**config.mk**
```make
export PLATFORM = sky130hd
export DESIGN_NAME = bounded_number_text_formatter
export DESIGN_NICKNAME = d
export VERILOG_FILES = /design/src/design/bntf_pkg.sv /design/src/design/bntf_bcd.sv /design/src/design/bounded_number_text_formatter.sv
export SDC_FILE = /design/constraint.sdc
export NUM_CORES = 1
export LEC_CHECK = 0
export ABC_CLOCK_PERIOD_IN_PS = 4400
export BUFFER_PORTS_ARGS = -buffer_cell sky130_fd_sc_hd__buf_2
export CAP_MARGIN = 20
export CORE_MARGIN = 2
export CORE_UTILIZATION = 45
export CTS_CLUSTER_SIZE = 30
export DETAILED_ROUTE_END_ITERATION = 8
export GPL_TIMING_DRIVEN = 0
export PLACE_DENSITY = 0.7
export REMOVE_ABC_BUFFERS = 1
export SLEW_MARGIN = 20
export SYNTH_ARGS = -nofsm -noshare
export SYNTH_HDL_FRONTEND = slang
export SYNTH_SLANG_ARGS = --single-unit
```
**constraint.sdc**
```tcl
create_clock -name i_clk -period 4.4 [get_ports i_clk]
set_clock_uncertainty 0.2 [all_clocks]
set_input_delay 0 -clock i_clk [delete_from_list [all_inputs] [get_ports i_clk]]
set_output_delay 0 -clock i_clk [all_outputs]
set_load 0.01 [all_outputs]
```
**src/design/bntf_pkg.sv**
```systemverilog
// Shared types, codes and the microcode ROM of the bounded number text formatter.
// No dependencies; used by bntf_bcd and bounded_number_text_formatter.
`default_nettype none

package bntf_pkg;

    localparam int unsigned DEF_POS_BITS   = 16;
    localparam int unsigned DEF_VALUE_BITS = 32;

    localparam int unsigned CHAR_W    = 8;
    localparam int unsigned OUT_POS_W = 16;
    localparam int unsigned CFG_IDX_W = 2;
    localparam int unsigned CFG_DAT_W = 16;
    localparam int unsigned MODE_W    = 3;

    // input modes
    localparam logic [MODE_W-1:0] MODE_CHAR   = 3'd0;
    localparam logic [MODE_W-1:0] MODE_SDEC   = 3'd1;
    localparam logic [MODE_W-1:0] MODE_UDEC   = 3'd2;
    localparam logic [MODE_W-1:0] MODE_BIN    = 3'd3;
    localparam logic [MODE_W-1:0] MODE_REWIND = 3'd4;

    // configuration register indexes
    localparam logic [CFG_IDX_W-1:0] CFG_BUFFER_END = 2'd0;
    localparam logic [CFG_IDX_W-1:0] CFG_BLOCKED    = 2'd1;

    localparam logic [CHAR_W-1:0] ASCII_NUL   = 8'h00;
    localparam logic [CHAR_W-1:0] ASCII_ZERO  = 8'h30;
    localparam logic [CHAR_W-1:0] ASCII_MINUS = 8'h2D;

    // microprogram addresses
    typedef logic [3:0] t_upc;
    localparam t_upc UPC_WAIT     = 4'd0;
    localparam t_upc UPC_CHAR     = 4'd1;
    localparam t_upc UPC_SIGN     = 4'd2;
    localparam t_upc UPC_DABBLE   = 4'd3;
    localparam t_upc UPC_SKIP_DEC = 4'd4;
    localparam t_upc UPC_EMIT_DEC = 4'd5;
    localparam t_upc UPC_SKIP_BIN = 4'd6;
    localparam t_upc UPC_EMIT_BIN = 4'd7;
    localparam t_upc UPC_REWIND   = 4'd8;

    typedef enum logic [3:0] {
        OP_WAIT,
        OP_CHAR,
        OP_SIGN,
        OP_DABBLE,
        OP_SKIP_DEC,
        OP_EMIT_DEC,
        OP_SKIP_BIN,
        OP_EMIT_BIN,
        OP_REWIND
    } t_op;

    // one control word: datapath operation, exit address, clear count on exit
    typedef struct packed {
        t_op  op;
        t_upc next;
        logic clr_cnt;
    } t_uop;

    // digit register commands
    typedef struct packed {
        logic clr;
        logic dabble;
        logic shift;
        logic in_bit;
    } t_bcd_ctl;

    function automatic t_uop uop_rom(input t_upc pc);
        t_uop u;
        unique case (pc)
            UPC_WAIT:     u = '{op: OP_WAIT,     next: UPC_WAIT,     clr_cnt: 1'b0};
            UPC_CHAR:     u = '{op: OP_CHAR,     next: UPC_WAIT,     clr_cnt: 1'b0};
            UPC_SIGN:     u = '{op: OP_SIGN,     next: UPC_DABBLE,   clr_cnt: 1'b0};
            UPC_DABBLE:   u = '{op: OP_DABBLE,   next: UPC_SKIP_DEC, clr_cnt: 1'b1};
            UPC_SKIP_DEC: u = '{op: OP_SKIP_DEC, next: UPC_EMIT_DEC, clr_cnt: 1'b0};
            UPC_EMIT_DEC: u = '{op: OP_EMIT_DEC, next: UPC_WAIT,     clr_cnt: 1'b0};
            UPC_SKIP_BIN: u = '{op: OP_SKIP_BIN, next: UPC_EMIT_BIN, clr_cnt: 1'b0};
            UPC_EMIT_BIN: u = '{op: OP_EMIT_BIN, next: UPC_WAIT,     clr_cnt: 1'b0};
            UPC_REWIND:   u = '{op: OP_REWIND,   next: UPC_WAIT,     clr_cnt: 1'b0};
            default:      u = '{op: OP_WAIT,     next: UPC_WAIT,     clr_cnt: 1'b0};
        endcase
        return u;
    endfunction

    // entry point of each mode; undefined modes stay in wait
    function automatic t_upc mode_entry(input logic [MODE_W-1:0] mode);
        t_upc a;
        unique case (mode)
            MODE_CHAR:   a = UPC_CHAR;
            MODE_SDEC:   a = UPC_SIGN;
            MODE_UDEC:   a = UPC_DABBLE;
            MODE_BIN:    a = UPC_SKIP_BIN;
            MODE_REWIND: a = UPC_REWIND;
            default:     a = UPC_WAIT;
        endcase
        return a;
    endfunction

endpackage

`default_nettype wire

```
**src/design/bntf_bcd.sv**
```systemverilog
// Decimal digit register: shift-and-add-3 conversion one bit a cycle, then
// digit-wide left shifts that present the top digit. Uses bntf_pkg.
`default_nettype none

module bntf_bcd #(
    parameter int unsigned NDIG = 10
) (
    input  wire logic              i_clk,
    input  wire bntf_pkg::t_bcd_ctl i_ctl,
    output logic [3:0]             o_top_digit
);

    localparam int unsigned BCD_W = NDIG * 4;

    logic [BCD_W-1:0] r_bcd;
    logic [BCD_W-1:0] n_bcd;
    logic [BCD_W-1:0] adj;

    always_comb begin
        for (int d = 0; d < NDIG; d++) begin
            if (r_bcd[d*4 +: 4] >= 4'd5) begin
                adj[d*4 +: 4] = r_bcd[d*4 +: 4] + 4'd3;
            end else begin
                adj[d*4 +: 4] = r_bcd[d*4 +: 4];
            end
        end
    end

    always_comb begin
        if (i_ctl.clr) begin
            n_bcd = '0;
        end else if (i_ctl.dabble) begin
            n_bcd = {adj[BCD_W-2:0], i_ctl.in_bit};
        end else if (i_ctl.shift) begin
            n_bcd = {r_bcd[BCD_W-5:0], 4'd0};
        end else begin
            n_bcd = r_bcd;
        end
    end

    always_ff @(posedge i_clk) begin
        r_bcd <= n_bcd;
    end

    assign o_top_digit = r_bcd[BCD_W-1 -: 4];

endmodule

`default_nettype wire

```
**src/design/bounded_number_text_formatter.sv**
```systemverilog
// Bounded number text formatter: one operand in, its ASCII text out one
// character a word, each with its write position. Each item starts from the
// wait step. Char and rewind emit one word once the output register is free.
// Binary runs a leading-zero scan at one bit a cycle, then emission at one
// bit a cycle while the output register is free. Unsigned decimal runs the
// shift-and-add-3 loop once per operand bit, then a digit scan and emission
// step once per decimal digit; signed decimal adds a sign step first. Control
// is a microprogram of nine steps; input is taken only in its wait step.
// Undefined modes are taken and dropped. An append fails when blocked is set
// or position plus one exceeds buffer_end; a failure word has ok low and ends
// the run.
// Depends on bntf_pkg and bntf_bcd.
`default_nettype none

module bounded_number_text_formatter #(
    parameter int unsigned POS_BITS   = bntf_pkg::DEF_POS_BITS,
    parameter int unsigned VALUE_BITS = bntf_pkg::DEF_VALUE_BITS
) (
    input  wire logic                                  i_clk,
    input  wire logic                                  i_rst_n,
    // input words
    input  wire logic                                  s_axis_tvalid,
    output logic                                       s_axis_tready,
    input  wire logic [((VALUE_BITS+7)/8)*8-1:0]       s_axis_tdata,  // value
    input  wire logic [bntf_pkg::MODE_W-1:0]           s_axis_tuser,  // mode
    // result words
    output logic                                       m_axis_tvalid,
    input  wire logic                                  m_axis_tready,
    output logic [bntf_pkg::CHAR_W+bntf_pkg::OUT_POS_W-1:0] m_axis_tdata, // char_code, write_pos
    output logic [0:0]                                 m_axis_tuser,  // ok
    output logic                                       m_axis_tlast,  // last
    // configuration writes
    input  wire logic                                  i_cfg_valid,
    output logic                                       o_cfg_ready,
    input  wire logic [bntf_pkg::CFG_IDX_W-1:0]        i_cfg_index,
    input  wire logic [bntf_pkg::CFG_DAT_W-1:0]        i_cfg_data
);

    localparam int unsigned NDIG  = (VALUE_BITS * 302 + 999) / 1000;
    localparam int unsigned CNT_W = $clog2(VALUE_BITS);
    localparam int unsigned CMP_W = ((POS_BITS > bntf_pkg::CFG_DAT_W) ?
                                     POS_BITS : bntf_pkg::CFG_DAT_W) + 1;
    localparam logic [CNT_W-1:0] CNT_LAST_BIT = CNT_W'(VALUE_BITS - 1);
    localparam logic [CNT_W-1:0] CNT_LAST_DIG = CNT_W'(NDIG - 1);

    bntf_pkg::t_upc r_upc, n_upc;
    logic [CNT_W-1:0]      r_cnt, n_cnt;
    logic [VALUE_BITS-1:0] r_val, n_val;
    logic [POS_BITS-1:0]   r_pos, n_pos;
    logic [bntf_pkg::CFG_DAT_W-1:0] r_buf_end;
    logic                  r_blocked;

    logic                               r_out_valid, n_out_valid;
    logic [bntf_pkg::CHAR_W-1:0]        r_out_char, n_out_char;
    logic [bntf_pkg::OUT_POS_W-1:0]     r_out_pos, n_out_pos;
    logic                               r_out_ok, n_out_ok;
    logic                               r_out_last, n_out_last;

    bntf_pkg::t_uop     uop;
    bntf_pkg::t_bcd_ctl bcd_ctl;
    logic [3:0]         top_digit;
    logic               slot_free;
    logic               append_fail;
    logic [CMP_W-1:0]   pos_inc;
    logic               want;
    logic [bntf_pkg::CHAR_W-1:0] emit_char;
    logic               emit_last;
    logic               advance;

    bntf_bcd #(
        .NDIG (NDIG)
    ) u_bcd (
        .i_clk       (i_clk),
        .i_ctl       (bcd_ctl),
        .o_top_digit (top_digit)
    );

    assign uop         = bntf_pkg::uop_rom(r_upc);
    assign slot_free   = !r_out_valid || m_axis_tready;
    assign pos_inc     = CMP_W'(r_pos) + CMP_W'(1);
    assign append_fail = r_blocked || (pos_inc > CMP_W'(r_buf_end));

    always_comb begin
        n_upc       = r_upc;
        n_cnt       = r_cnt;
        n_val       = r_val;
        n_pos       = r_pos;
        n_out_valid = r_out_valid && !m_axis_tready;
        n_out_char  = r_out_char;
        n_out_pos   = r_out_pos;
        n_out_ok    = r_out_ok;
        n_out_last  = r_out_last;
        bcd_ctl     = '0;
        want        = 1'b0;
        emit_char   = bntf_pkg::ASCII_NUL;
        emit_last   = 1'b0;
        advance     = 1'b0;

        unique case (uop.op)
            bntf_pkg::OP_WAIT: begin
                if (s_axis_tvalid) begin
                    n_val       = s_axis_tdata[VALUE_BITS-1:0];
                    n_cnt       = '0;
                    bcd_ctl.clr = 1'b1;
                    n_upc       = bntf_pkg::mode_entry(s_axis_tuser);
                end
            end
            bntf_pkg::OP_CHAR: begin
                want      = 1'b1;
                emit_char = r_val[bntf_pkg::CHAR_W-1:0];
                emit_last = 1'b1;
            end
            bntf_pkg::OP_SIGN: begin
                if (r_val[VALUE_BITS-1]) begin
                    want      = 1'b1;
                    emit_char = bntf_pkg::ASCII_MINUS;
                end else begin
                    advance = 1'b1;
                end
            end
            bntf_pkg::OP_DABBLE: begin
                bcd_ctl.dabble = 1'b1;
                bcd_ctl.in_bit = r_val[VALUE_BITS-1];
                n_val          = r_val << 1;
                if (r_cnt == CNT_LAST_BIT) begin
                    advance = 1'b1;
                end else begin
                    n_cnt = r_cnt + CNT_W'(1);
                end
            end
            bntf_pkg::OP_SKIP_DEC: begin
                if (top_digit == 4'd0 && r_cnt != CNT_LAST_DIG) begin
                    bcd_ctl.shift = 1'b1;
                    n_cnt         = r_cnt + CNT_W'(1);
                end else begin
                    advance = 1'b1;
                end
            end
            bntf_pkg::OP_EMIT_DEC: begin
                want      = 1'b1;
                emit_char = bntf_pkg::ASCII_ZERO | {4'd0, top_digit};
                emit_last = (r_cnt == CNT_LAST_DIG);
            end
            bntf_pkg::OP_SKIP_BIN: begin
                if (!r_val[VALUE_BITS-1] && r_cnt != CNT_LAST_BIT) begin
                    n_val = r_val << 1;
                    n_cnt = r_cnt + CNT_W'(1);
                end else begin
                    advance = 1'b1;
                end
            end
            bntf_pkg::OP_EMIT_BIN: begin
                want      = 1'b1;
                emit_char = bntf_pkg::ASCII_ZERO | {7'd0, r_val[VALUE_BITS-1]};
                emit_last = (r_cnt == CNT_LAST_BIT);
            end
            bntf_pkg::OP_REWIND: begin
                // not subject to blocked or buffer_end
                if (slot_free) begin
                    n_out_valid = 1'b1;
                    n_out_char  = bntf_pkg::ASCII_NUL;
                    n_out_pos   = '0;
                    n_out_ok    = 1'b1;
                    n_out_last  = 1'b1;
                    n_pos       = '0;
                    advance     = 1'b1;
                end
            end
            default: begin
                n_upc = bntf_pkg::UPC_WAIT;
            end
        endcase

        // append one character; hold the step while the output register is full
        if (want && slot_free) begin
            n_out_valid = 1'b1;
            n_out_pos   = bntf_pkg::OUT_POS_W'(r_pos);
            if (append_fail) begin
                n_out_char = bntf_pkg::ASCII_NUL;
                n_out_ok   = 1'b0;
                n_out_last = 1'b1;
                n_upc      = bntf_pkg::UPC_WAIT;
            end else begin
                n_out_char = emit_char;
                n_out_ok   = 1'b1;
                n_out_last = emit_last;
                n_pos      = r_pos + POS_BITS'(1);
                if (uop.op == bntf_pkg::OP_SIGN) begin
                    n_val   = -r_val;
                    advance = 1'b1;
                end else if (uop.op == bntf_pkg::OP_CHAR) begin
                    advance = 1'b1;
                end else begin
                    if (uop.op == bntf_pkg::OP_EMIT_DEC) begin
                        bcd_ctl.shift = 1'b1;
                    end else begin
                        n_val = r_val << 1;
                    end
                    n_cnt = r_cnt + CNT_W'(1);
                    if (emit_last) begin
                        advance = 1'b1;
                    end
                end
            end
        end

        if (advance) begin
            n_upc = uop.next;
            if (uop.clr_cnt) begin
                n_cnt = '0;
            end
        end
    end

    always_ff @(posedge i_clk) begin
        if (!i_rst_n) begin
            r_upc       <= bntf_pkg::UPC_WAIT;
            r_cnt       <= '0;
            r_pos       <= '0;
            r_buf_end   <= '0;
            r_blocked   <= 1'b0;
            r_out_valid <= 1'b0;
        end else begin
            r_upc       <= n_upc;
            r_cnt       <= n_cnt;
            r_pos       <= n_pos;
            r_out_valid <= n_out_valid;
            if (i_cfg_valid) begin
                case (i_cfg_index)
                    bntf_pkg::CFG_BUFFER_END: r_buf_end <= i_cfg_data;
                    bntf_pkg::CFG_BLOCKED:    r_blocked <= i_cfg_data[0];
                    default: ;
                endcase
            end
        end
    end

    always_ff @(posedge i_clk) begin
        r_val      <= n_val;
        r_out_char <= n_out_char;
        r_out_pos  <= n_out_pos;
        r_out_ok   <= n_out_ok;
        r_out_last <= n_out_last;
    end

    assign s_axis_tready = (uop.op == bntf_pkg::OP_WAIT);
    assign o_cfg_ready   = 1'b1;
    assign m_axis_tvalid = r_out_valid;
    assign m_axis_tdata  = {r_out_pos, r_out_char};
    assign m_axis_tuser  = r_out_ok;
    assign m_axis_tlast  = r_out_last;

    // a failed append always ends the run
    assert property (@(posedge i_clk) disable iff (!i_rst_n)
        (r_out_valid && !r_out_ok) |-> r_out_last)
        else $error("failure word without last");

    // position only steps by one or returns to zero
    assert property (@(posedge i_clk) disable iff (!i_rst_n)
        ($past(i_rst_n) && r_pos != $past(r_pos)) |->
            (r_pos == $past(r_pos) + POS_BITS'(1) || r_pos == '0))
        else $error("write position jumped");

    // an undefined mode is dropped without leaving the wait step
    assert property (@(posedge i_clk) disable iff (!i_rst_n)
        (s_axis_tvalid && s_axis_tready && s_axis_tuser != bntf_pkg::MODE_CHAR
         && s_axis_tuser != bntf_pkg::MODE_SDEC && s_axis_tuser != bntf_pkg::MODE_UDEC
         && s_axis_tuser != bntf_pkg::MODE_BIN && s_axis_tuser != bntf_pkg::MODE_REWIND)
        |=> (r_upc == bntf_pkg::UPC_WAIT))
        else $error("undefined mode started a run");

endmodule

`default_nettype wire

```
Word-level counts from Yosys, hierarchy flattened
Memories as Yosys holds them, arrays and structs flattened. A register that Yosys moved wholly into a read port is not among the register bits.
Index checks and enable logic that the tools add are counted.
- bits of input ports: 58
- output and inout bits: 29
- memory bits (read-only): 128
- memories kept: 1
- flip-flop bits (word level): 141
- memories (memory ; depth ; width ; read ports ; clocked after memory_dff ; wr ports ; RTL line ; text):
    (no name shown) ; 16 ; 8 ; 1 ; 1 ; 0 ; bntf_pkg.sv:72 ; unique case (pc)
- reduce and logical (&&, ||, !) cells: 21
- mux-type cells: 85
- $add $sub $neg: 14
- order comparisons: 11
- eq/ne operators: 17
- operators by type and width (kind ; number):
    32-bit 2-to-1 mux ; 7
    16-bit 2-to-1 mux ; 7
    32-bit case mux with 3 select lines ; 1
    40-bit 2-to-1 mux ; 2
    4-bit 2-to-1 mux ; 14
    5-bit 2-to-1 mux ; 10
    4-bit by 3-bit >= comparator with 1-bit output (second input constant) ; 10
    4-bit by 2-bit adder with 4-bit output (second input constant) ; 9
    8-bit 2-to-1 mux ; 4
    32-bit negator ; 1
    8-bit case mux with 4 select lines ; 1
    1-bit 2-to-1 mux ; 31
    4-bit case mux with 5 select lines ; 1
    5-bit case mux with 4 select lines ; 1
    16-bit by 1-bit adder with 17-bit output (second input constant) ; 1
    17-bit by 16-bit greater-than comparator with 1-bit output ; 1
    16-bit by 1-bit adder with 16-bit output (second input constant) ; 1
    4-bit by 3-bit equality test with 1-bit output (second input constant) ; 4
    4-bit by 2-bit equality test with 1-bit output (second input constant) ; 2
    4-bit zero test ; 2
    4-bit case mux with 2 select lines ; 1
    8-bit OR reduction ; 1
    3-bit by 2-bit equality test with 1-bit output (second input constant) ; 2
    6-bit 2-to-1 mux ; 1
    other kinds (23) ; 33

Logic depth before layout (Yosys ltp)
Gate-level depths: netlist of the first run.
- depth after elaboration: 11
- depth in mapped cells: 18
- depth with buffers taken out: 16

Modules after synthesis
A second synthesis of the first run with hierarchy kept.
- cell total of the unflattened synthesis: 1149
- area total of the unflattened synthesis: 9417.8 um^2
- by module, submodules not included (module ; times used ; cells an instance ; seq. area each (um^2) ; area an instance (um^2)):
    bounded_number_text_formatter ; 1 ; 830 ; 2452.4 ; 6729.0
    bntf_bcd ; 1 ; 319 ; 800.8 ; 2688.8

Worst setup path before layout of the first run
OpenSTA, ideal clock, no wires.
- path type: register -> register
- start point: reg r_pos[0]
- end point: reg r_val[7]
- arrival time: 3.585 ns
- path slack: 0.470 ns
- period minus slack after synthesis: 3.930 ns
- stages on the path, launching flop included: 18
- path buffers: 2
- cells stage by stage: dfxtp_1 > ha_1 > nand3_1 > or2_2 > clkbuf_1 > nor2_1 > xor2_1 > ha_1 > nand4_1 > nor3_1 > a221o_1 > nor3_2 > o21ai_1 > nor2_2 > inv_1 > buf_2 > o41ai_1 > a221oi_1
- longest elaborated chain between the ends: 5
- RTL lines (what ; RTL line ; text):
    start, declared ; bounded_number_text_formatter.sv:49 ; logic [POS_BITS-1:0] r_pos, n_pos;
    start signal, assigned ; bounded_number_text_formatter.sv:226 ; r_pos <= n_pos;
    16-bit by 1-bit adder with 17-bit output ; bounded_number_text_formatter.sv:80 ; assign pos_inc = CMP_W'(r_pos) + CMP_W'(1);
    17-bit by 16-bit greater-than comparator with 1-bit output ; bounded_number_text_formatter.sv:81 ; assign append_fail = r_blocked || (pos_inc > CMP_W'(r_buf_end));
    1-bit logical OR ; bounded_number_text_formatter.sv:81 ;
    32-bit 2-to-1 mux ; bounded_number_text_formatter.sv:178 ; if (append_fail) begin
    32-bit 2-to-1 mux ; bounded_number_text_formatter.sv:175 ; if (want && slot_free) begin
    named net n_val[7] ; bounded_number_text_formatter.sv:48 ; logic [VALUE_BITS-1:0] r_val, n_val;
    end signal, assigned ; bounded_number_text_formatter.sv:239 ; r_val <= n_val;
    end, declared ; bounded_number_text_formatter.sv:48 ;
The timed path passes the listed nets, and every way through them passes these cells.
A chain may end at the register's enable or synchronous reset.

Worst setup path in the final report of the first run
- start point: reg r_pos[2]
- end point: reg u_bcd.r_bcd[3]
- longest elaborated chain between the ends: 6
- RTL lines (what ; RTL line ; text):
    16-bit by 1-bit adder with 17-bit output ; bounded_number_text_formatter.sv:80 ;
    17-bit by 16-bit greater-than comparator with 1-bit output ; bounded_number_text_formatter.sv:81 ;
    1-bit logical OR ; bounded_number_text_formatter.sv:81 ;
    1-bit 2-to-1 mux ; bounded_number_text_formatter.sv:178 ;
    1-bit 2-to-1 mux ; bounded_number_text_formatter.sv:175 ;
    2-bit nonzero test (no line) ; -- ;
    end signal, assigned ; bntf_bcd.sv:42 ; r_bcd <= n_bcd;
    end, declared ; bntf_bcd.sv:15 ; logic [BCD_W-1:0] r_bcd;
No other way between the ends.

==> impl_metrics.env, run 1 <==
export IMPL_ant_nets=0
export IMPL_row_count=52
export IMPL_maxCapViolations=0
export IMPL_startpoint="r_pos[2]"
export IMPL_routedWlPerCell_microns=16.07
export IMPL_swShare=0.3565
export IMPL_outcome="finished clean"
export IMPL_design_area_sq_mm=0.01159
export IMPL_synth_area_per_cell_sq_um=7.830
export IMPL_grt_util_all_layers=0.2334
export IMPL_rr_startpoint="r_pos[2]"
export IMPL_power_frac_seq=0.412
export IMPL_whs_ns=0.05608
export IMPL_hold_viol=0
export IMPL_yosysUniqueCellTypes=75
export IMPL_grt_pass1_vias=8441
export IMPL_port_buffers=85
export IMPL_numCtsBuffers=17
export IMPL_hpwl_mm=16.00
export IMPL_switching_power_mw=1.702
export IMPL_synthCells=1198
export IMPL_clock_sinks=149
export IMPL_drtIter0Drc=701
export IMPL_finalSetupViolations=0
export IMPL_cts_root_buf="clkbuf_16"
export IMPL_fp_dieW_microns=148.4
export IMPL_worstRegToRegCells=15
export IMPL_r2r_slack_ns=0.18
export IMPL_power_mw=4.776
export IMPL_comb_power_share=0.287
export IMPL_post_route_period_util=0.9596
export IMPL_r2r_end="u_bcd.r_bcd[3]"
export IMPL_critPathCaptureType="flip-flop"
export IMPL_tightest_slew_ns=0.9687
export IMPL_synth_edf_count=27
export IMPL_grt_max_degree=40
export IMPL_yosys_top_cells_area="dfxtp_1, edfxtp_1, a21oi_1"
export IMPL_max_stage_delay_ns=0.46
export IMPL_core_area_sq_mm=0.02036
export IMPL_routed_wl_mm=25.83
export IMPL_cts_path_max_buffers=2
export IMPL_mappedNetlistArea_sq_mm=0.009380
export IMPL_critPathMostFrequentCell="nand4_1"
export IMPL_yosysWarnings=0
export IMPL_arrival_ns=4.34
export IMPL_synth_ff_type="dfxtp_1"
export IMPL_hold_end="r_buf_end[7]"
export IMPL_yosys_area_top_type="dfxtp_1"
export IMPL_whs_path_depth=4
export IMPL_nFillCells=1871
export IMPL_worst_setup_path_type="flip-flop to flip-flop"
export IMPL_antenna_found_initial=0
export IMPL_vias_per_cell=5.687
export IMPL_cts_tree="built"
export IMPL_critPathMaxFanout=26
export IMPL_slew_viol_final=0
export IMPL_drive_gt1_frac=0.1466
export IMPL_p_per_area_mw_per_mm2=412.2
export IMPL_grt_overflow_total=0
export IMPL_path_cells="nand4_1 -> nor2_2 -> and2_1 -> nand4_1 -> xnor2_1 -> ha_1 -> nand4_1 -> nor4_2 -> nand2_1 -> o32ai_4 -> o21ai_4 -> buf_16 -> nand2_8 -> o31ai_1 -> a31o_2"
export IMPL_min_period_ns=4.222
export IMPL_dpl_instance_area_sq_mm=0.01001
export IMPL_crit_slowest_cell="dfxtp_1"
export IMPL_p_int_mw=3.074
export IMPL_dr_total_vias=9139
export IMPL_pin_count=87
export IMPL_leakagePower_nw=4.558
export IMPL_min_path_type="primary input to flip-flop"
export IMPL_fp_dieArea_sq_mm=0.02202
export IMPL_clk_latency_ns=0.43
export IMPL_areaGrowthSynthToFinish_pct=23.53
export IMPL_ir_worst_vdd_v=0.0002303
export IMPL_dr_pass1_iters=6
export IMPL_clock_fmax_ghz=0.2368
export IMPL_critPathLaunchType="flip-flop"
export IMPL_route_detailed_drc=0
export IMPL_start_util=0.4606
export IMPL_yosysSeqAreaShare=0.3468
export IMPL_clkTransAtPathRegs_ns=0.07
export IMPL_die_h_microns=148.4
export IMPL_ys_seq_elements=149
export IMPL_cp_required_ns=4.52
export IMPL_grt_pass1_wl_mm=41.97
export IMPL_holdCritStartpoint="i_cfg_index[0]"
export IMPL_diodes=0
export IMPL_gp_congestion=0.8333
export IMPL_nNetsFinal=1424
export IMPL_synthArstFlopShare=0
export IMPL_synth_top_cell_area_share=0.2604
export IMPL_relSlewSlack=0.3529
export IMPL_cts_max_level=4
export IMPL_p_clk_frac=0.301
-- final cells by class --
| type | instances | area [sq um] | area share |
|---|---|---|---|
| multi-input combinational | 920 | 5842 | 0.5042 |
| sequential | 149 | 3256 | 0.2810 |
| timing repair buffer | 181 | 1366 | 0.1179 |
| clock buffer | 20 | 457.9 | 0.03952 |
| tap | 270 | 337.8 | 0.02915 |
| inverter | 54 | 206.4 | 0.01782 |
| clock inverter | 12 | 113.9 | 0.009826 |
| timing repair inverter | 1 | 7.507 | 0.0006479 |
-- cell usage in the layout (no fill, tap or decap), types with 7 or more instances in the layout --
master	instances
nand2b_1	27
xor2_1	14
nand3_1	41
or3_1	8
buf_2	90
dfxtp_1	120
o221a_2	7
buf_4	19
mux2i_1	21
nand2_1	139
a211o_1	9
o311a_1	10
a211oi_1	13
nor3_1	31
a31oi_1	32
xnor2_1	31
edfxtp_1	27
inv_1	52
o21ai_0	83
and3_1	24
a22oi_1	11
nor2_1	74
ha_1	42
a21oi_1	142
dlygate4sd3_1	69
nand4_1	9
nor2b_1	29
clkbuf_16	18
o22ai_1	7
and2_1	9
nor3b_1	8
-- critical path: cells and delay by family (launching register included) --
kind | cells | cell delay (ns)
AOI/OAI and AO/OA | 4 | 1.00
xor gates and xnor gates | 1 | 0.19
adders and majority gates | 1 | 0.31
buffers and inverters | 1 | 0.25
DFF | 1 | 0.46
and+or+nand+nor | 8 | 1.68
-- registers in the layout, summed over array words and instances, names as in the netlist, 4 cells and up --
signal       count
u_bcd.r_bcd     40
r_val           32
r_buf_end       16
r_out_pos       16
r_pos           16
r_out_char       8
uop              8
r_cnt            5
r_upc            4
-- worst max-delay path by stage --
stage                           to  slack [ns]  cells after the start
finish              u_bcd.r_bcd[3]        0.18                     15
CTS                      r_val[14]      -0.009                     15
floorplan                r_val[31]       -2.76                      5
global placement         r_val[31]       -5.64                      5
global route        u_bcd.r_bcd[3]      -0.009                     15
detailed placement       r_val[23]       -1.30                     16
-- per-layer routing --
| metal | GRT usage | wire length (microns) | vias up |
|---|---|---|---|
| met5 | 0 | 0 | - |
| met1 | 0.3179 | 12010 | 4253 |
| met4 | 0.08333 | 672 | 0 |
| li1 | - | - | 4580 |
| met2 | 0.3792 | 12020 | 252 |
| met3 | 0.03313 | 1123 | 54 |
-- synth_stat cells, types with 6 or more instances --
master and number:
a211o_1 9, a211oi_1 13, a21oi_1 143, a22oi_1 11, a31oi_1 33, and2_1 11, and3_1 24, buf_1 8
buf_2 14, clkbuf_1 54, dfxtp_1 122, edfxtp_1 27, ha_1 42, inv_1 54, mux2i_1 21, nand2_1 141
nand2b_1 27, nand3_1 43, nand4_1 9, nor2_1 76, nor2b_1 29, nor3_1 31, nor3b_1 9, o21ai_0 84
o221a_2 7, o22ai_1 7, o311a_1 10, o31ai_1 6, or3_1 8, xnor2_1 31, xor2_1 14
-- kinds of logic (layout without fill, tap and decap cells) --
| family | after synthesis | after routing | share of synthesized area |
|---|---|---|---|
| compound gates | 375 | 378 | 0.2469 |
| mux | 21 | 21 | 0.02241 |
| fa+ha+maj | 42 | 42 | 0.05602 |
| other cells | 1 | 1 | 0.0003998 |
| xor+xnor | 45 | 45 | 0.04202 |
| buf+inv | 132 | 268 | 0.05616 |
| simple gates | 433 | 433 | 0.2293 |
| flops | 149 | 149 | 0.3468 |
-- power by group through the flow --
stage          clock [mW]  combinational (mW)  sequential, mW
2_1_floorplan           0               0.925            1.91
3_3_place_gp            0                1.18            1.98
3_5_place_dp            0                1.23            1.99
4_1_cts              1.46                1.34            1.96
5_1_grt              1.52                1.53            2.01
6_report             1.44                1.37            1.97
-- metrics by stage --
| step | setup slack, ns | TNS [ns] | cells | utilization |
|---|---|---|---|---|
| floorplan | -2.762 | -174.66 | 1120 | - |
| global placement | -5.645 | -393.62 | 1475 | 0.4822 |
| detailed placement | -1.300 | -33.80 | 1485 | 0.4914 |
| CTS | -0.008901 | -0.009281 | 1602 | 0.5640 |
| global route | -0.009397 | -0.009397 | 1607 | 0.5690 |
| finish | 0.1779 | 0 | 1607 | 0.5690 |
-- timing repair --
| action | in CTS | in global routing |
|---|---|---|
| hold buffers | 69 | 0 |
| endpoints found under the setup margin | 65 | 66 |
| buffers inserted | 12 | 5 |
| pin swaps | 6 | 6 |
| endpoints found under the hold margin | 66 | 0 |
| gates cloned | 4 | 0 |
| gates resized for setup | 17 | 15 |
Note: power is estimated with default switching activity, not from simulation.
==> run 2: changes to the inputs <==
--- a/config.mk
+++ b/config.mk
@@ -8,12 +8,14 @@
 export ABC_CLOCK_PERIOD_IN_PS = 4400
 export BUFFER_PORTS_ARGS = -buffer_cell sky130_fd_sc_hd__buf_2
 export CAP_MARGIN = 20
+export CELL_PAD_IN_SITES_DETAIL_PLACEMENT = 1
+export CELL_PAD_IN_SITES_GLOBAL_PLACEMENT = 2
 export CORE_MARGIN = 2
-export CORE_UTILIZATION = 45
+export CORE_UTILIZATION = 36
 export CTS_CLUSTER_SIZE = 30
 export DETAILED_ROUTE_END_ITERATION = 8
 export GPL_TIMING_DRIVEN = 0
-export PLACE_DENSITY = 0.7
+export PLACE_DENSITY = 0.88
 export REMOVE_ABC_BUFFERS = 1
 export SLEW_MARGIN = 20
 export SYNTH_ARGS = -nofsm -noshare
==> run 2 against run 1 <==
Net effect: sequential power about the same; via count increased by 2.8%; final area increased by 1.5%; first-iteration DRC count decreased by 27%; sequential share of layout area is 0.35 points lower; non-clock buffer count up 2; setup slack better by 0.0096 ns; clock power is 5% higher; global-route usage down 1.0 points; critical path depth grew 3; die area up 24%; sequential cell count unchanged; critical path type unchanged; largest cell class unchanged.
==> impl_metrics.env, run 2 (same netlist as run 1, synthesis figures left out) <==
export IMPL_fp_dieW_microns=165.4
export IMPL_clock_fmax_ghz=0.2374
export IMPL_outcome="finished clean"
export IMPL_crit_slowest_cell="dfxtp_4"
export IMPL_instances_no_fill=1672
export IMPL_nNetsFinal=1424
export IMPL_setup_ws_ns=0.1875
export IMPL_numCtsBuffers=17
export IMPL_maxCapViolations=0
export IMPL_ir_worst_vdd_v=0.0002400
export IMPL_grt_max_degree=62
export IMPL_critPathMaxFanout=16
export IMPL_leakagePower_nw=4.608
export IMPL_relSlewSlack=0.3992
export IMPL_power_mw=4.916
export IMPL_grt_util_all_layers=0.2229
export IMPL_finalSetupViolations=0
export IMPL_top_register="u_bcd.r_bcd"
export IMPL_cts_tree="built"
export IMPL_dp_cells=1553
export IMPL_areaGrowthSynthToFinish_pct=25.42
export IMPL_min_period_ns=4.212
export IMPL_dr_total_vias=9392
export IMPL_holdCritStartpoint="i_cfg_index[1]"
export IMPL_critPathMostFrequentCell="nor3_1"
export IMPL_crit_buf_inv=3
export IMPL_utilization=0.4554
export IMPL_antenna_found_initial=0
export IMPL_vias_per_cell=5.617
export IMPL_pin_count=87
export IMPL_grt_pass1_vias=9448
export IMPL_top_regs="u_bcd.r_bcd (40), r_val (32)"
export IMPL_clk_latency_ns=0.44
export IMPL_tns_ns=0
export IMPL_gp_congestion=0.8081
export IMPL_routed_wl_mm=29.98
export IMPL_whs_ns=0.03617
export IMPL_cts_max_level=4
export IMPL_routedWlPerCell_microns=17.93
export IMPL_path_cells="ha_4 -> nand3_2 -> or2_4 -> nor2_1 -> xor2_1 -> ha_1 -> nand4_1 -> nor3_1 -> a221o_1 -> nor3_4 -> o21ai_4 -> buf_16 -> nor2_4 -> clkinvlp_4 -> buf_4 -> or3_1 -> a21oi_2 -> nor3_1"
export IMPL_fp_dieArea_sq_mm=0.02736
export IMPL_worst_setup_path_type="flip-flop to flip-flop"
export IMPL_dp_slack_ns=-1.563
export IMPL_layout_commonest_cell="a21oi_1"
export IMPL_die_h_microns=165.4
export IMPL_critPathCaptureType="flip-flop"
export IMPL_dr_pass1_iters=5
export IMPL_p_per_area_mw_per_mm2=417.9
export IMPL_worstRegToRegCells=18
export IMPL_grt_pass1_wl_mm=48.88
export IMPL_startpoint="r_pos[0]"
export IMPL_tightest_slew_ns=0.8990
export IMPL_start_util=0.3631
export IMPL_drtIter0Drc=509
export IMPL_largest_reg_flops=40
export IMPL_design_area_sq_mm=0.01177
export IMPL_port_buffers=85
export IMPL_hpwl_mm=18.98
export IMPL_ant_nets=0
export IMPL_critPathLaunchType="flip-flop"
export IMPL_dpl_instance_area_sq_mm=0.01015
export IMPL_drive_gt1_frac=0.1601
export IMPL_final_cell_mix="a21oi_1, nand2_1, dfxtp_1, buf_2, o21ai_0"
export IMPL_grt_overflow_total=0
export IMPL_nFillCells=3136
export IMPL_diodes=0
export IMPL_whs_path_depth=4
export IMPL_cts_root_buf="clkbuf_16"
export IMPL_critPathTopFamily="simple AND/OR/NAND/NOR gates"
export IMPL_route_detailed_drc=0
export IMPL_core_area_sq_mm=0.02584
export IMPL_clkTransAtPathRegs_ns=0.07
export IMPL_r2r_end="r_val[23]"
export IMPL_arrival_ns=4.34
export IMPL_rr_startpoint="r_pos[0]"
export IMPL_hold_viol=0
export IMPL_clock_sinks=149
export IMPL_cts_path_max_buffers=2
export IMPL_cp_required_ns=4.53
export IMPL_r2r_slack_ns=0.19
export IMPL_post_route_period_util=0.9574
export IMPL_hold_end="r_buf_end[0]"
export IMPL_max_stage_delay_ns=0.41
export IMPL_min_path_type="primary input to flip-flop"
export IMPL_row_count=59
export IMPL_slew_viol_final=0
==> run 2: worst max-delay path by stage <==
stage | end | slack [ns] | depth (start not counted)
final | r_val[23] | 0.19 | 18
after floorplan | r_val[31] | -2.76 | 5
after CTS | r_val[23] | 0.007 | 18
after global routing | r_val[23] | -0.005 | 18
after detailed placement | r_val[23] | -1.56 | 17
after global placement | r_val[31] | -6.30 | 5
==> run 2: layout make-up <==
type | count | area [sq um] | area share
Timing Repair inverter | 1 | 7.507 | 0.0006381
Clock buffer | 18 | 439.2 | 0.03733
Multi-Input combinational cell | 918 | 5866 | 0.4986
Clock inverter | 14 | 158.9 | 0.01351
Tap cell | 335 | 419.2 | 0.03563
Sequential cell | 149 | 3264 | 0.2775
Timing Repair Buffer | 183 | 1404 | 0.1193
Inverter | 54 | 206.4 | 0.01755
==> run 2: tightest hold or removal path, delay by kind of cell <==
family | cells | cell delay [ns]
buffers and inverters | 1 | 0.10
AND/OR/NAND/NOR | 2 | 0.42
AO/OA/AOI/OAI | 1 | 0.12
==> run 2: metal layers <==
layer | GRT usage | share of wire | vias to the layer above
li1 | - | - | 4566
met2 | 0.3858 | 0.49 | 165
met5 | 0 | 0 | -
met3 | 0.03671 | 0.033 | 37
met4 | 0.07328 | 0.017 | 0
met1 | 0.2823 | 0.46 | 4624
==> run 2: timing repair <==
| item | in CTS | in global routing |
|---|---|---|
| cloned | 2 | 0 |
| resized for setup | 21 | 23 |
| setup endpoints to repair | 91 | 57 |
| hold buffers | 67 | 0 |
| buffers inserted | 12 | 6 |
| pin swaps | 5 | 13 |
| hold endpoints to repair | 68 | 0 |
==> run 2: power breakdown <==
part	switching [mW]	internal, mW	total (mW)	leakage, nW
registers	0.368	1.62	1.99	1.24
clock network	0.688	0.822	1.51	0.289
logic	0.783	0.635	1.42	3.08
==> run 3: changes to the inputs <==
--- a/config.mk
+++ b/config.mk
@@ -5,13 +5,14 @@
 export SDC_FILE = /design/constraint.sdc
 export NUM_CORES = 1
 export LEC_CHECK = 0
+export ABC_AREA = 1
 export ABC_CLOCK_PERIOD_IN_PS = 4400
 export BUFFER_PORTS_ARGS = -buffer_cell sky130_fd_sc_hd__buf_2
-export CAP_MARGIN = 20
+export CAP_MARGIN = 10
 export CELL_PAD_IN_SITES_DETAIL_PLACEMENT = 1
 export CELL_PAD_IN_SITES_GLOBAL_PLACEMENT = 2
 export CORE_MARGIN = 2
-export CORE_UTILIZATION = 36
+export CORE_UTILIZATION = 34
 export CTS_CLUSTER_SIZE = 30
 export DETAILED_ROUTE_END_ITERATION = 8
 export GPL_TIMING_DRIVEN = 0
==> run 3 against run 2 <==
Net effect: global-route usage is 1.0 points lower; clock power hardly changed; power is 47% higher; register-to-register slack better by 0.16 ns; highest routed layer unchanged; largest cell class unchanged.
==> impl_metrics.env, run 3 <==
export IMPL_outcome="finished clean"
export IMPL_grt_util_all_layers=0.2125
export IMPL_hpwl_mm=19.91
export IMPL_dr_pass1_iters=5
export IMPL_worstRegToRegCells=22
export IMPL_slew_viol_final=0
export IMPL_ys_top_cells_by_count="inv_1, a21oi_1, nand2_1"
export IMPL_rr_startpoint="r_pos[2]"
export IMPL_core_area_sq_mm=0.02710
export IMPL_cp_required_ns=4.56
export IMPL_tightest_slew_ns=1.080
export IMPL_final_cell_mix="inv_1, a21oi_1, nand2_1, nor2_1, dfxtp_1"
export IMPL_finalSetupViolations=0
export IMPL_dr_total_vias=9587
export IMPL_largest_reg_flops=40
export IMPL_whs_path_depth=7
export IMPL_ir_worst_vdd_v=0.0002625
export IMPL_p_per_area_mw_per_mm2=617.2
export IMPL_ant_nets=0
export IMPL_cts_tree="built"
export IMPL_min_path_type="primary input to flip-flop"
export IMPL_setup_ws_ns=0.3524
export IMPL_holdCritStartpoint="s_axis_tuser[1]"
export IMPL_synthCells=1361
export IMPL_routedWlPerCell_microns=16.08
export IMPL_yosys_top_cells_area="dfxtp_1, a21oi_1, edfxtp_1"
export IMPL_drtIter0Drc=439
export IMPL_min_period_ns=4.048
export IMPL_routed_wl_mm=30.28
export IMPL_cts_path_max_buffers=2
export IMPL_dp_slack_ns=-0.6272
export IMPL_yosysMostFrequentCell="inv_1"
export IMPL_fp_dieW_microns=170.4
export IMPL_layout_commonest_cell="inv_1"
export IMPL_worst_setup_path_type="flip-flop to flip-flop"
export IMPL_drive_gt1_frac=0.1277
export IMPL_fp_dieArea_sq_mm=0.02903
export IMPL_r2r_slack_ns=0.35
export IMPL_antenna_found_initial=0
export IMPL_grt_pass1_vias=9644
export IMPL_port_buffers=85
export IMPL_grt_pass1_wl_mm=49.56
export IMPL_diodes=0
export IMPL_top_register="u_bcd.r_bcd"
export IMPL_hold_end="uop[7]"
export IMPL_mappedNetlistArea_sq_mm=0.009412
export IMPL_synth_area_per_cell_sq_um=6.915
export IMPL_rsz0062_at_grt="false"
export IMPL_critPathLaunchType="flip-flop"
export IMPL_nNetsFinal=1598
export IMPL_cts_max_level=4
export IMPL_yosysUniqueCellTypes=48
export IMPL_clkTransAtPathRegs_ns=0.07
export IMPL_route_detailed_drc=0
export IMPL_design_area_sq_mm=0.01167
export IMPL_relSlewSlack=0.2791
export IMPL_row_count=60
export IMPL_die_h_microns=170.4
export IMPL_start_util=0.3473
export IMPL_areaGrowthSynthToFinish_pct=24.02
export IMPL_critPathMaxFanout=19
export IMPL_clk_latency_ns=0.44
export IMPL_vias_per_cell=5.091
export IMPL_arrival_ns=4.21
export IMPL_r2r_end="r_val[4]"
export IMPL_grt_max_degree=55
export IMPL_synth_ff_type="dfxtp_1"
export IMPL_maxCapViolations=0
export IMPL_hold_viol=0
export IMPL_dp_cells=1771
export IMPL_dpl_instance_area_sq_mm=0.01019
export IMPL_clock_fmax_ghz=0.2471
export IMPL_pin_count=87
export IMPL_synth_top_cell_area_share=0.2595
export IMPL_critPathCaptureType="flip-flop"
export IMPL_gp_congestion=0.8180
export IMPL_numCtsBuffers=17
export IMPL_top_regs="u_bcd.r_bcd (40), r_val (32)"
export IMPL_synthArstFlopShare=0
export IMPL_yosys_area_top_type="dfxtp_1"
export IMPL_clock_sinks=149
export IMPL_yosysSeqAreaShare=0.3457
export IMPL_ys_seq_elements=149
export IMPL_leakagePower_nw=4.902
export IMPL_cts_root_buf="clkbuf_16"
export IMPL_grt_overflow_total=0
export IMPL_synth_edf_count=27
export IMPL_yosysWarnings=0
export IMPL_post_route_period_util=0.9199
export IMPL_instances_no_fill=1883
[run 3: where the power goes]
part	total (mW)	switching, mW	internal (mW)
Sequential	2.20	0.391	1.81
Combinational	3.49	2.25	1.24
Clock	1.51	0.736	0.772
Total	7.20	3.38	3.82
[run 3: layout make-up]
type,count,area [sq um]
tap,372,465.4
clock buffer,17,425.4
timing repair buffer,166,1308
multi-input combinational,944,5195
inverter,220,843.3
fill,3414,15430
clock inverter,15,181.4
sequential,149,3254
[run 3: metal layers]
layer | track usage | wire length (microns) | vias up
met5 | 0 | 0 | -
met4 | 0.06094 | 467 | 0
met3 | 0.02581 | 884 | 31
met2 | 0.3754 | 14560 | 167
met1 | 0.2714 | 14370 | 4576
li1 | - | - | 4813
[run 3: worst max-delay path, stage by stage (launching register included)]
cell	delay, ns
dfxtp_1	0.41
nand3_1	0.13
nor2_1	0.19
nand4_1	0.15
nor2_1	0.15
inv_1	0.10
nor2_1	0.15
nand2_1	0.09
xor2_1	0.18
ha_1	0.29
nand2_1	0.04
inv_1	0.07
nand4_1	0.14
or3_1	0.42
nand2_1	0.12
nand2_2	0.11
nor2_4	0.24
nand2_8	0.17
inv_8	0.17
nand2_4	0.13
inv_6	0.16
nand2_1	0.06
o221ai_1	0.07
[run 3: how the worst max path moves through the flow]
stage / start / endpoint / depth (start not counted)
after floorplan: uop[5] / r_val[30] / 10
after detailed placement: r_pos[0] / r_val[16] / 25
after global routing: r_pos[1] / r_pos[14] / 21
final: r_pos[2] / r_val[4] / 22
after global placement: uop[5] / r_val[30] / 10
after CTS: r_pos[0] / r_val[27] / 26
[run 3: logic make-up after synthesis]
kind of cell	Yosys count	share of synthesized area
fa+ha+maj	42	0.05584
simple gates	483	0.2311
compound gates	384	0.2252
buf+inv	271	0.1130
flops	149	0.3457
other cells	1	0.0003984
xor+xnor	31	0.02885
[run 3: timing repair]
action,in CTS,in global routing
cloned,3,0
hold endpoints to repair,61,0
setup endpoints to repair,71,105
setup buffers,5,1
hold buffers,71,0
pin swaps,2,1
gates resized for setup,6,13
[run 3: metrics by stage]
stage	utilization	hold slack (ns)	power, mW	TNS [ns]
after floorplan	-	-0.06510	4.388	0
after global placement	0.3715	0.05742	5.269	-98.39
after detailed placement	0.3761	0.05744	5.473	-18.86
after CTS	0.4285	0.01116	7.198	0
after global routing	0.4307	0.08797	7.804	0
final	0.4307	0.04107	7.204	0
